$ cat src/design/mcps_pkg.sv
`timescale 1ns / 1ps

package mcps_pkg;

    localparam int DEF_ROWS   = 4;
    localparam int DEF_COLS   = 4;
    localparam int DEF_PERIOD = 32;

    localparam int VAL_W  = 8;
    localparam int CELL_W = 4;
    localparam int ROW_W  = 2;
    localparam int OCOL_W = 4;

    localparam logic FUNC_WRITE = 1'b0;
    localparam logic FUNC_TICK  = 1'b1;

    typedef struct packed {
        logic [VAL_W-1:0] target;
        logic [VAL_W-1:0] pval;
        logic [VAL_W-1:0] rem;
    } cell_t;

    typedef struct packed {
        logic latch;
        logic fresh;
        logic pending;
    } mode_t;

endpackage

$ cat src/design/mcps_cell.sv
`timescale 1ns / 1ps

module mcps_cell
    import mcps_pkg::*;
(
    input  logic             clk,
    input  logic             rst_n,
    input  logic             wr_en,
    input  logic [VAL_W-1:0] wr_value,
    input  logic             shift,
    input  cell_t            shift_in,
    output cell_t            data
);

    cell_t data_reg;

    always_ff @(posedge clk or negedge rst_n)
    begin
        if (!rst_n)
        begin
            data_reg <= '0;
        end
        else if (wr_en)
        begin
            data_reg.target <= wr_value;
        end
        else if (shift)
        begin
            data_reg <= shift_in;
        end
    end

    assign data = data_reg;

endmodule

$ cat src/design/mcps_decide.sv
`timescale 1ns / 1ps

module mcps_decide
    import mcps_pkg::*;
#(
    parameter int PERIOD = DEF_PERIOD
)
(
    input  cell_t cur,
    input  mode_t mode,
    output cell_t nxt,
    output logic  on
);

    localparam logic [VAL_W-1:0] PER = VAL_W'(PERIOD);

    logic [VAL_W-1:0] t;
    logic [VAL_W-1:0] pv;
    logic [VAL_W-1:0] rm;
    logic [VAL_W+1:0] diff;
    logic             pos;
    logic             wrap;

    always_comb
    begin
        t    = cur.target;
        pv   = mode.latch ? cur.target : cur.pval;
        rm   = mode.latch ? cur.target : cur.rem;
        diff = {2'b00, t} - ({2'b00, pv} - {2'b00, rm});
        pos  = !diff[VAL_W+1] && (diff != '0);
        wrap = (rm > PER) && !mode.pending && (t > PER);
        nxt.pval = pv;
        if (mode.fresh)
        begin
            nxt.target = t;
            nxt.rem    = pos ? (diff[VAL_W-1:0] - VAL_W'(1)) : rm;
            on         = pos;
        end
        else
        begin
            nxt.target = wrap ? (t - PER) : t;
            on         = (rm != '0);
            nxt.rem    = on ? (rm - VAL_W'(1)) : rm;
        end
    end

endmodule

$ cat src/design/matrix_cell_pwm_scanner.sv
`timescale 1ns / 1ps

// channel  signals                      transaction
// input    in_valid in_stall            func, cell_req, value
// output   out_valid out_stall          row, columns, last
//
// a write sets the target of one cell; a tick walks all ROWS*COLS cells through
// one decision unit, one cell per cycle while no row end waits on a stalled
// output register; after a tick is accepted the input is stalled until the
// last row has been handed to the output register
// the last row waits in the output register while the next transaction is accepted
// reset clears all cell state, the scan phase and the fresh and pending marks

module matrix_cell_pwm_scanner
    import mcps_pkg::*;
#(
    parameter int ROWS   = DEF_ROWS,
    parameter int COLS   = DEF_COLS,
    parameter int PERIOD = DEF_PERIOD
)
(
    input  logic              clk,
    input  logic              rst_n,
    input  logic              in_valid,
    output logic              in_stall,
    input  logic              func,
    input  logic [CELL_W-1:0] cell_req,
    input  logic [VAL_W-1:0]  value,
    output logic              out_valid,
    input  logic              out_stall,
    output logic [ROW_W-1:0]  row,
    output logic [OCOL_W-1:0] columns,
    output logic              last
);

    localparam int CELLS = ROWS * COLS;
    localparam int RW    = (ROWS > 1) ? $clog2(ROWS) : 1;
    localparam int CW    = (COLS > 1) ? $clog2(COLS) : 1;
    localparam int PW    = $clog2(PERIOD);

    typedef enum logic {IDLE, SCAN} state_t;

    state_t            state_reg;
    logic [RW-1:0]     row_cnt_reg;
    logic [CW-1:0]     col_cnt_reg;
    logic [COLS-1:0]   acc_reg;
    logic [PW-1:0]     phase_reg;
    logic              fresh_reg;
    logic              pending_reg;
    logic              out_valid_reg;
    logic [ROW_W-1:0]  row_reg;
    logic [OCOL_W-1:0] columns_reg;
    logic              last_reg;

    cell_t             cell_q [CELLS];
    cell_t             dec_cell;
    logic              dec_on;
    mode_t             mode;
    logic              in_acc;
    logic              step;
    logic              col_last;
    logic              row_last;
    logic [COLS-1:0]   acc_next;
    logic [COLS+OCOL_W-1:0] acc_ext;
    logic [RW+ROW_W-1:0]    row_ext;
    logic              wr_ok;

    assign in_stall = (state_reg != IDLE);
    assign in_acc   = in_valid && !in_stall;
    assign wr_ok    = in_acc && (func == FUNC_WRITE) && (32'(cell_req) < 32'(CELLS));

    assign col_last = (32'(col_cnt_reg) == 32'(COLS - 1));
    assign row_last = (32'(row_cnt_reg) == 32'(ROWS - 1));
    assign step     = (state_reg == SCAN) && !(col_last && out_valid_reg && out_stall);

    assign mode.latch   = (phase_reg == '0);
    assign mode.fresh   = fresh_reg && (phase_reg != '0);
    assign mode.pending = pending_reg && (phase_reg != '0);

    mcps_decide #(
        .PERIOD(PERIOD)
    ) u_decide (
        .cur  (cell_q[0]),
        .mode (mode),
        .nxt  (dec_cell),
        .on   (dec_on)
    );

    for (genvar i = 0; i < CELLS; i++)
    begin : g_cell
        cell_t shift_in;
        if (i == CELLS - 1)
        begin : g_tail
            assign shift_in = dec_cell;
        end
        else
        begin : g_body
            assign shift_in = cell_q[i+1];
        end
        mcps_cell u_cell (
            .clk      (clk),
            .rst_n    (rst_n),
            .wr_en    (wr_ok && (32'(cell_req) == i)),
            .wr_value (value),
            .shift    (step),
            .shift_in (shift_in),
            .data     (cell_q[i])
        );
    end

    assign acc_next = acc_reg | (COLS'(dec_on) << col_cnt_reg);
    assign acc_ext  = (COLS+OCOL_W)'(acc_next);
    assign row_ext  = (RW+ROW_W)'(row_cnt_reg);

    always_ff @(posedge clk or negedge rst_n)
    begin
        if (!rst_n)
        begin
            state_reg     <= IDLE;
            row_cnt_reg   <= '0;
            col_cnt_reg   <= '0;
            acc_reg       <= '0;
            phase_reg     <= '0;
            fresh_reg     <= 1'b0;
            pending_reg   <= 1'b0;
            out_valid_reg <= 1'b0;
            row_reg       <= '0;
            columns_reg   <= '0;
            last_reg      <= 1'b0;
        end
        else
        begin
            if (out_valid_reg && !out_stall && !(step && col_last))
            begin
                out_valid_reg <= 1'b0;
            end
            case (state_reg)
                IDLE:
                begin
                    if (wr_ok)
                    begin
                        fresh_reg   <= 1'b1;
                        pending_reg <= 1'b1;
                    end
                    if (in_acc && (func == FUNC_TICK))
                    begin
                        state_reg   <= SCAN;
                        row_cnt_reg <= '0;
                        col_cnt_reg <= '0;
                        acc_reg     <= '0;
                    end
                end
                SCAN:
                begin
                    if (step)
                    begin
                        if (col_last)
                        begin
                            col_cnt_reg   <= '0;
                            acc_reg       <= '0;
                            out_valid_reg <= 1'b1;
                            row_reg       <= row_ext[ROW_W-1:0];
                            columns_reg   <= acc_ext[OCOL_W-1:0];
                            last_reg      <= row_last;
                            if (row_last)
                            begin
                                state_reg   <= IDLE;
                                row_cnt_reg <= '0;
                                fresh_reg   <= 1'b0;
                                if (mode.latch)
                                begin
                                    pending_reg <= 1'b0;
                                end
                                if (32'(phase_reg) == 32'(PERIOD - 1))
                                begin
                                    phase_reg <= '0;
                                end
                                else
                                begin
                                    phase_reg <= phase_reg + PW'(1);
                                end
                            end
                            else
                            begin
                                row_cnt_reg <= row_cnt_reg + RW'(1);
                            end
                        end
                        else
                        begin
                            col_cnt_reg <= col_cnt_reg + CW'(1);
                            acc_reg     <= acc_next;
                        end
                    end
                end
                default:
                begin
                    state_reg <= IDLE;
                end
            endcase
        end
    end

    assign out_valid = out_valid_reg;
    assign row       = row_reg;
    assign columns   = columns_reg;
    assign last      = last_reg;

endmodule
$ cat config.mk
export PLATFORM = sky130hd
export DESIGN_NAME = matrix_cell_pwm_scanner
export DESIGN_NICKNAME = d
export VERILOG_FILES = /design/src/design/mcps_pkg.sv /design/src/design/mcps_cell.sv /design/src/design/mcps_decide.sv /design/src/design/matrix_cell_pwm_scanner.sv
export SDC_FILE = /design/constraint.sdc
export NUM_CORES = 1
export LEC_CHECK = 0
export ABC_AREA = 1
export CORE_ASPECT_RATIO = 2
export CORE_MARGIN = 4
export CORE_UTILIZATION = 50
export CTS_BUF_LIST = sky130_fd_sc_hd__clkbuf_4 sky130_fd_sc_hd__clkbuf_8
export DETAILED_ROUTE_END_ITERATION = 7
export DONT_BUFFER_PORTS = 1
export SLEW_MARGIN = 20
export SYNTH_ARGS = -nofsm -noshare
export SYNTH_HDL_FRONTEND = slang
export SYNTH_SLANG_ARGS = --single-unit
$ cat constraint.sdc
create_clock -name clk -period 5.3 [get_ports clk]
set_input_delay 1.59 -clock clk [delete_from_list [all_inputs] [get_ports clk]]
set_output_delay 1.59 -clock clk [all_outputs]
set_load 0.02 [all_outputs]
# --- Word-level counts from Yosys, hierarchy flattened ---
# Cells that the tools add are included.
op_classes:
  addsub: 8
  magnitude_cmp: 2
  n_eq_ne: 24
  shift: 1
  n_mux: 72
  bitwise_logic: 19
  reduce_logical: 79
ops:
  columns: ["operator", "n"]
  rows:
  - ["2-to-1 mux 24 bit", 16]
  - ["2-to-1 mux 8 bit", 23]
  - ["AND reduction 2 bit", 17]
  - ["equality test 4 bit (second input constant)", 8]
  - ["nonzero test 2 bit", 16]
  - ["logical AND 1 bit", 30]
  - ["NOT 1 bit", 18]
  - ["2-to-1 mux 1 bit", 17]
  - ["equality test 4 x 3 -> 1 bit (second input constant)", 4]
  - ["> comparator 8 x 6 -> 1 bit (second input constant)", 2]
  - ["subtractor 8 x 1 -> 8 bit (second input constant)", 2]
  - ["2-to-1 mux 2 bit", 6]
  - ["2-to-1 mux 4 bit", 3]
  - ["nonzero test 10 bit", 1]
  - ["subtractor 8 x 10 -> 10 bit", 1]
  - ["subtractor 8 x 8 -> 9 bit", 1]
  - ["equality test 4 x 2 -> 1 bit (second input constant)", 2]
  - ["!= test 2 x 1 -> 1 bit (second input constant)", 4]
  - ["case mux 2 bit (2 select lines)", 2]
  - ["case mux 4 bit (2 select lines)", 1]
  - ["AND reduction 4 bit", 2]
  - ["nonzero test 8 bit", 1]
  - ["subtractor 8 x 6 -> 8 bit (second input constant)", 1]
  - ["zero test 1 bit", 6]
  - ["15 further kinds", 21]
word_totals:
  register_bits: 408
  inputBits: 17
  output_inout_bits: 9
  wordCells: 264

# --- Depth between registers and ports, before layout ---
# Gate-level depths: netlist of run 1.
logic_depth:
  word_depth: 12
  depth_mapped: 35
  mapped_depth_nobuf: 34

# --- By module ---
# From an unflattened synthesis of run 1, not the netlist that was laid out.
hier_totals:
  cells_unflattened: 2296
  hier_area_um2: 19230.9
by_module_without_submodules:
  columns: ["mod", "instances", "cells_per_inst", "area_each_um2", "seq_area_each_um2"]
  rows:
  - ["mcps_cell", 16, 113, 1012.2, 600.6]
  - ["mcps_decide", 1, 325, 1784.2, 0.0]
  - ["matrix_cell_pwm_scanner", 1, 163, 1251.2, 600.6]

# --- Least setup slack after synthesis of run 1 ---
# Ideal clock, no wire load.
synth_path:
  path_type: "reg-to-reg"
  start: "register phase_reg[0]"
  end: "register g_cell[15].u_cell.data_reg, in the netlist g_cell[15].u_cell.data[3]"
  setup_ns: 0.127
  arrival_time_ns: 3.948
  t_required_ns: 5.173
  setup_slack_ns: 1.225
  path_stages_with_launch: 30
  path_buffers: 2
  synth_period_minus_slack_ns: 4.075
  path_cell_list: "dfrtp_1 -> inv_1 -> ha_1 -> inv_1 -> nor2_1 -> nand2_2 -> buf_12 -> nor2_1 -> inv_1 -> o21ai_0 -> inv_1 -> ha_1 -> fa_1 -> o21ai_2 -> a31oi_1 -> xor2_1 -> ha_1 -> nand2_1 -> inv_1 -> a21oi_1 -> nand2_1 -> nand2_1 -> nand3_1 -> inv_1 -> nor2_1 -> nand2_1 -> nand2_2 -> buf_6 -> o211ai_1 -> a21oi_1"
synth_via:
  elab_chain_cells: 8
  elab_cells_between_ends: 16
  cone_classes: "4 x add/sub; 5 x mux; 7 x reduce/logical"
synth_lines:
  columns: ["item", "line_no", "source"]
  rows:
  - ["start: declaration", "matrix_cell_pwm_scanner.sv:47", "logic [PW-1:0] phase_reg;"]
  - ["start signal: assignment", "matrix_cell_pwm_scanner.sv:180", "phase_reg <= phase_reg + PW'(1);"]
  - ["branches (longest 7 deep; another with subtractor 8 x 10 -> 10 bit)", null, null]
  - ["2-to-1 mux 8 bit (*)", "mcps_decide.sv:33", "if (mode.fresh)"]
  - ["end signal: assignment", "mcps_cell.sv:29", "data_reg <= shift_in;"]
  - ["end: declaration", "mcps_cell.sv:15", "cell_t data_reg;"]
# Mark *: on every way between the ends.
# A chain may end at the register's enable or synchronous reset.

==> results.cfg, run 1 <==
[timing]
finClkSkew_ps = 47.8
rsz0062_at_grt = false
setup-tns-final_ps = 0
clock.fmax_ghz = 0.208
final.min_clock_period_ps = 4800
tightest_slew_ps = 879
slew_viol_final = 0
final.setup.worst_slack_ps = 499
max-slew-margin-rel_pct = 41.4
hold_viol = 0
setup-violations-final = 0
period_share_pct = 90.6

[global_routing]
grt_util_all_layers_pct = 22.1
grt_overflow = 0
grt_max_degree = 409
grt_pass1_vias = 13698
grt_pass1_wl_microns = 69700
antenna_found_initial = 1

[cells_and_area]
design_area_sq_mm = 0.0194
finish.utilization_pct = 55.3
register_area_sq_mm = 0.0102
largest_register_ffs = 384
fin_cells = 2544
drive_above_1_share_pct = 7.34
nFillCells = 3317
fin_nets = 2095
multi_input_area_sq_mm = 0.00659
area_growth_pct = 9.13

[yosys]
synth_seq_area_share_pct = 57.5
synth_cell_types = 39
yosys.area_share.adder_pct = 2.06
yosys_register_bits = 408
synth_edf_count = 0
synth_top_family_by_area = simple AND/OR/NAND/NOR gates
avgSynthCellArea_sq_um = 8.61
ys_warn_count = 0
syn-num-nets = 2108
synth_compound_area_share_pct = 10.5
synthFlopType = dfrtp_1
synth_simple_gate_area_share_pct = 23.8
syn_inst = 2063
synth-xor-area-share_pct = 0.690
synthArstFlopShare_pct = 100
syn_area_sq_mm = 0.0178
muxShareOfSynthArea_pct = 0

[worst_setup_path]
cpMaxStageDelayCell = o21ai_0
end_kind = flop
crit_path_start_kind = flop
path_class = flop to flop
critPathArrivalTime_ps = 5330
slowest_delay_ps = 700
cp_common_cell = nand2_1
crit_buf_inv = 3
crit_family = simple AND/OR/NAND/NOR gates
cp_max_fo = 21
cp.required_ps = 5830

[floorplanning]
fp-row-count = 97
dieHeight_microns = 275
pin_count = 26
core_sq_mm = 0.0351
die_w_microns = 141
dieArea_sq_mm = 0.0388
initial_core_util_pct = 50.6

[clock_tree]
cts_root_buffer = clkbuf_8
cts_hold_buf = 0
clk_path_buf_depth = 3
postCtsSetupBuffers = 0
clock_latency_ps = 640
htreeDepth = 2
cts-resized-gates = 0
clk_pin_slew_ps = 70
cts_tree = yes
clkSinkCount = 408
cts_buffers = 58

[routing]
via_per_inst = 5.22
firstDrtPassIters = 7
wirelength_microns = 41400
wl_per_cell_microns = 16.3
drc = 0
drt_iter0_markers = 740
dr_total_vias = 13283
postRouteAntennaNets = 0

[placed_design]
dp_cells = 2435
portBuffers = 0
post-place-ws_ps = 521
gp_congestion = 0.881
dp_hpwl_microns = 27100
place_area_sq_mm = 0.0181

[run]
drv_cap = 0

[power]
p_leak_nw = 9.73
vdd_drop_max_mv = 0.408
p_per_area_mw_per_mm2 = 722

[outcome]
status = finished, final reports clean

[worst_hold_path]
hold_path.class = flop to flop
## report_power, final
group          switching [mW]  internal [mW]
registers               0.713           4.37
clock network            1.22           1.50
logic                    4.04           2.14
## cell type report
cell class | count | area share, %
Tap cell | 445 | 2.87
Antenna cell | 1 | 0.0129
Inverter | 164 | 3.21
Multi-Input combinational cell | 1407 | 34.0
Clock inverter | 21 | 1.10
Timing Repair Buffer | 11 | 0.555
Clock buffer | 87 | 5.56
Sequential cell | 408 | 52.7
## cell families after synthesis
logic type | Yosys count
buffers and inverters | 248
adder cells (fa/ha/maj) | 28
flip-flops | 408
XOR/XNOR | 14
AND/OR/NAND/NOR | 1079
AO/OA/AOI/OAI | 286
## synth_stat cells, types with 4 or more instances
cell type	count	area, sq um
a21boi_1	4	30.0
a21oi_1	25	125
a22oi_1	8	60.1
buf_1	4	15.0
clkbuf_1	74	278
dfrtp_1	408	10200
ha_1	26	325
inv_1	159	597
inv_2	5	18.8
nand2_1	943	3540
nand2_2	4	25.0
nand3_1	42	210
nand4_1	6	37.5
nor2_1	62	233
nor2_2	6	37.5
nor2_4	6	67.6
nor3_1	5	25.0
o211ai_1	99	743
o21ai_0	107	536
o21ai_1	5	25.0
o21ai_2	4	35.0
o221ai_1	26	228
xnor2_1	5	43.8
xor2_1	9	78.8
## through the flow
step                      hold slack, ps  total power, mW
after global routing                 487             15.2
after global placement               452             11.3
after detailed placement             454             11.3
after floorplan                      442             9.78
final                                438             14.0
after CTS                            458             14.2
## metal layers
layer  share of wire, %  global-route usage, %
met4                5.3                   11.0
met2                 53                   40.0
met1                 39                   25.1
met5                  0                      0
met3                3.5                   3.17
## cell usage in the layout (no fill, tap or decap), drive strengths merged, types with 2 or more instances in the layout
cell,count
buf,11
nor3,6
a31oi,2
a21boi,4
o211ai,99
ha,26
dfrtp,408
nor2,74
a21oi,29
a22oi,8
clkinv,15
inv,164
fa,2
o21ai,116
o221ai,26
bufinv,4
nand2,948
clkbuf,87
nand4,7
nand3,43
clkinvlp,2
xor2,9
xnor2,5
## path summary, 6_finish.rpt
kind                                          start                        end  slack [ps]  depth (start not counted)
setup / recovery                       phase_reg[0]                 columns[1]         500                         28
hold / removal             g_cell[9].u_cell.data[8]   g_cell[8].u_cell.data[8]         440                          2
setup reg to reg                       phase_reg[0]                 columns[1]         500                         28
hold reg to reg            g_cell[9].u_cell.data[8]   g_cell[8].u_cell.data[8]         440                          2
max in group asynchronous                     rst_n  g_cell[3].u_cell.data[22]        3900                          0
min in group asynchronous                     rst_n  g_cell[9].u_cell.data[15]         680                          0
## worst min-delay path, cell delays in order, from the launching register on
cell and delay (ps):
dfrtp_1 350, nand2_1 50, nand2_1 50
No activity file was read; power rests on OpenSTA's default activity.
==> inputs of run 2 (changes only) <==
--- a/config.mk
+++ b/config.mk
@@ -7,7 +7,6 @@
 export LEC_CHECK = 0
 export ABC_AREA = 1
 export CORE_ASPECT_RATIO = 2
-export CORE_MARGIN = 4
 export CORE_UTILIZATION = 50
 export CTS_BUF_LIST = sky130_fd_sc_hd__clkbuf_4 sky130_fd_sc_hd__clkbuf_8
 export DETAILED_ROUTE_END_ITERATION = 7
==> run 2 against run 1 <==
Net effect:
- wire length about the same
- via count is 1.1% lower
- die area fell by 6.3%
- register-to-register slack better by 70 ps
- final cell count down 0.39%
- worst hold slack better by 29 ps
- maximum frequency rose by 1.4%
- clock skew is 26 ps lower
- design area down 0.62%
- total power decreased by 0.99%
- largest cell class unchanged
- highest routed layer unchanged
==> results.cfg, run 2 (same netlist as run 1, synthesis figures left out) <==
[cells_and_area]
area_growth_pct = 8.45
largest_register_ffs = 384
fin_nets = 2095
fin_cells = 2534
final_common_cell = nand2_1
drive_above_1_share_pct = 6.90
final_cell_mix = nand2_1, dfrtp_1, inv_1

[placed_design]
dp_cells = 2435
dp_hpwl_microns = 26800
portBuffers = 0
gp_congestion = 0.939

[floorplanning]
dieArea_sq_mm = 0.0363
initial_core_util_pct = 50.8
dieHeight_microns = 269
pin_count = 26
fp-row-count = 97
die_w_microns = 135
core_sq_mm = 0.0350

[clock_tree]
clock_latency_ps = 620
cts_root_buffer = clkbuf_8
htreeDepth = 2
clk_path_buf_depth = 3
postCtsSetupBuffers = 0
cts_tree = yes
clk_pin_slew_ps = 70
cts_buffers = 58
cts_hold_buf = 0
clkSinkCount = 408

[worst_setup_path]
cpMaxStageDelayCell = fa_1
end_kind = flop
critPathArrivalTime_ps = 5290
path_class = flop to flop
crit_path_start_kind = flop
cp_max_fo = 21
slowest_delay_ps = 420
cp.required_ps = 5860

[routing]
maxUsedRoutingLayer = met4
drt-met1-wl_microns = 16200
wl_met3_microns = 1230
drc = 0
firstDrtPassIters = 4
wirelength_microns = 41400
dr_total_vias = 13136
postRouteAntennaNets = 0
route.met2.wl_microns = 22400
via_per_inst = 5.18
wl_per_cell_microns = 16.4
drt_iter0_markers = 743

[timing]
setup-violations-final = 0
hold_viol = 0
finClkSkew_ps = 21.4
slew_viol_final = 0
max-slew-margin-rel_pct = 34.8
rsz0062_at_grt = false
final.min_clock_period_ps = 4730
period_share_pct = 89.3
setup-tns-final_ps = 0
clock.fmax_ghz = 0.211
tightest_slew_ps = 979

[outcome]
status = finished, final reports clean

[worst_hold_path]
hold_path.class = flop to flop

[power]
p_leak_nw = 9.67
vdd_drop_max_mv = 0.499
p_per_area_mw_per_mm2 = 719

[global_routing]
grt_overflow = 0
grt_pass1_vias = 13300
antenna_found_initial = 1
grt_pass1_wl_microns = 68900
grt_max_degree = 409
grt_util_all_layers_pct = 24.2

[run]
drv_cap = 0
run 2: path summary, 6_finish.rpt:
path,cells after the start,end,slack [ps],start
max in group asynchronous,0,g_cell[6].u_cell.data[2],3830,rst_n
min,2,g_cell[5].u_cell.data[0],470,g_cell[6].u_cell.data[0]
max reg2reg,27,g_cell[15].u_cell.data[0],570,phase_reg[0]
max,27,g_cell[15].u_cell.data[0],570,phase_reg[0]
min in group asynchronous,0,g_cell[7].u_cell.data[14],660,rst_n
min reg2reg,2,g_cell[5].u_cell.data[0],470,g_cell[6].u_cell.data[0]
run 2: critical path, delay by kind of cell (launching register included):
| kind | cells | cell delay [ps] |
|---|---|---|
| compound gates | 5 | 1110 |
| flops | 1 | 400 |
| buf+inv | 6 | 630 |
| xor+xnor | 1 | 170 |
| simple gates | 11 | 1200 |
| fa+ha+maj | 4 | 1160 |
run 2: layout make-up:
| type | count | area (sq um) |
|---|---|---|
| tap | 445 | 557 |
| clock buffer | 88 | 1100 |
| sequential | 408 | 10200 |
| clock inverter | 10 | 62.6 |
| fill | 3307 | 15700 |
| timing repair buffer | 11 | 108 |
| multi-input combinational | 1407 | 6600 |
| inverter | 164 | 623 |
| antenna | 1 | 2.50 |
run 2: where the power goes:
| group | switching [mW] | total (mW) | leakage (nW) | internal [mW] |
|---|---|---|---|---|
| clock | 1.20 | 2.52 | 0.622 | 1.32 |
| sequential | 0.708 | 5.08 | 5.39 | 4.37 |
| combinational | 4.11 | 6.25 | 3.66 | 2.14 |
| total | 6.02 | 13.9 | 9.67 | 7.83 |
run 2: stage by stage:
stage                     instance area, sq um  util [%]  worst slack, ps  hold slack [ps]  power (mW)
after floorplan                          17800         -             1230              442        9.78
after global placement                   18100      51.7              523              451        11.3
after detailed placement                 18100      51.7              451              454        11.4
after CTS                                19300      55.1              422              467        14.0
after global routing                     19300      55.1             99.3              484        15.1
final                                    19300      55.1              567              467        13.9
run 2: repair_timing:
item | CTS | global route
endpoints found under the setup margin | 0 | 1
gates resized for setup | 0 | 1
hold endpoints to repair | 0 | 0
run 2: routing by layer:
metal / global-route usage [%] / up-vias
met2: 44.7 / 177
li1: - / 6543
met1: 27.4 / 6323
met4: 10.8 / 0
met3: 3.35 / 93
met5: 0 / -
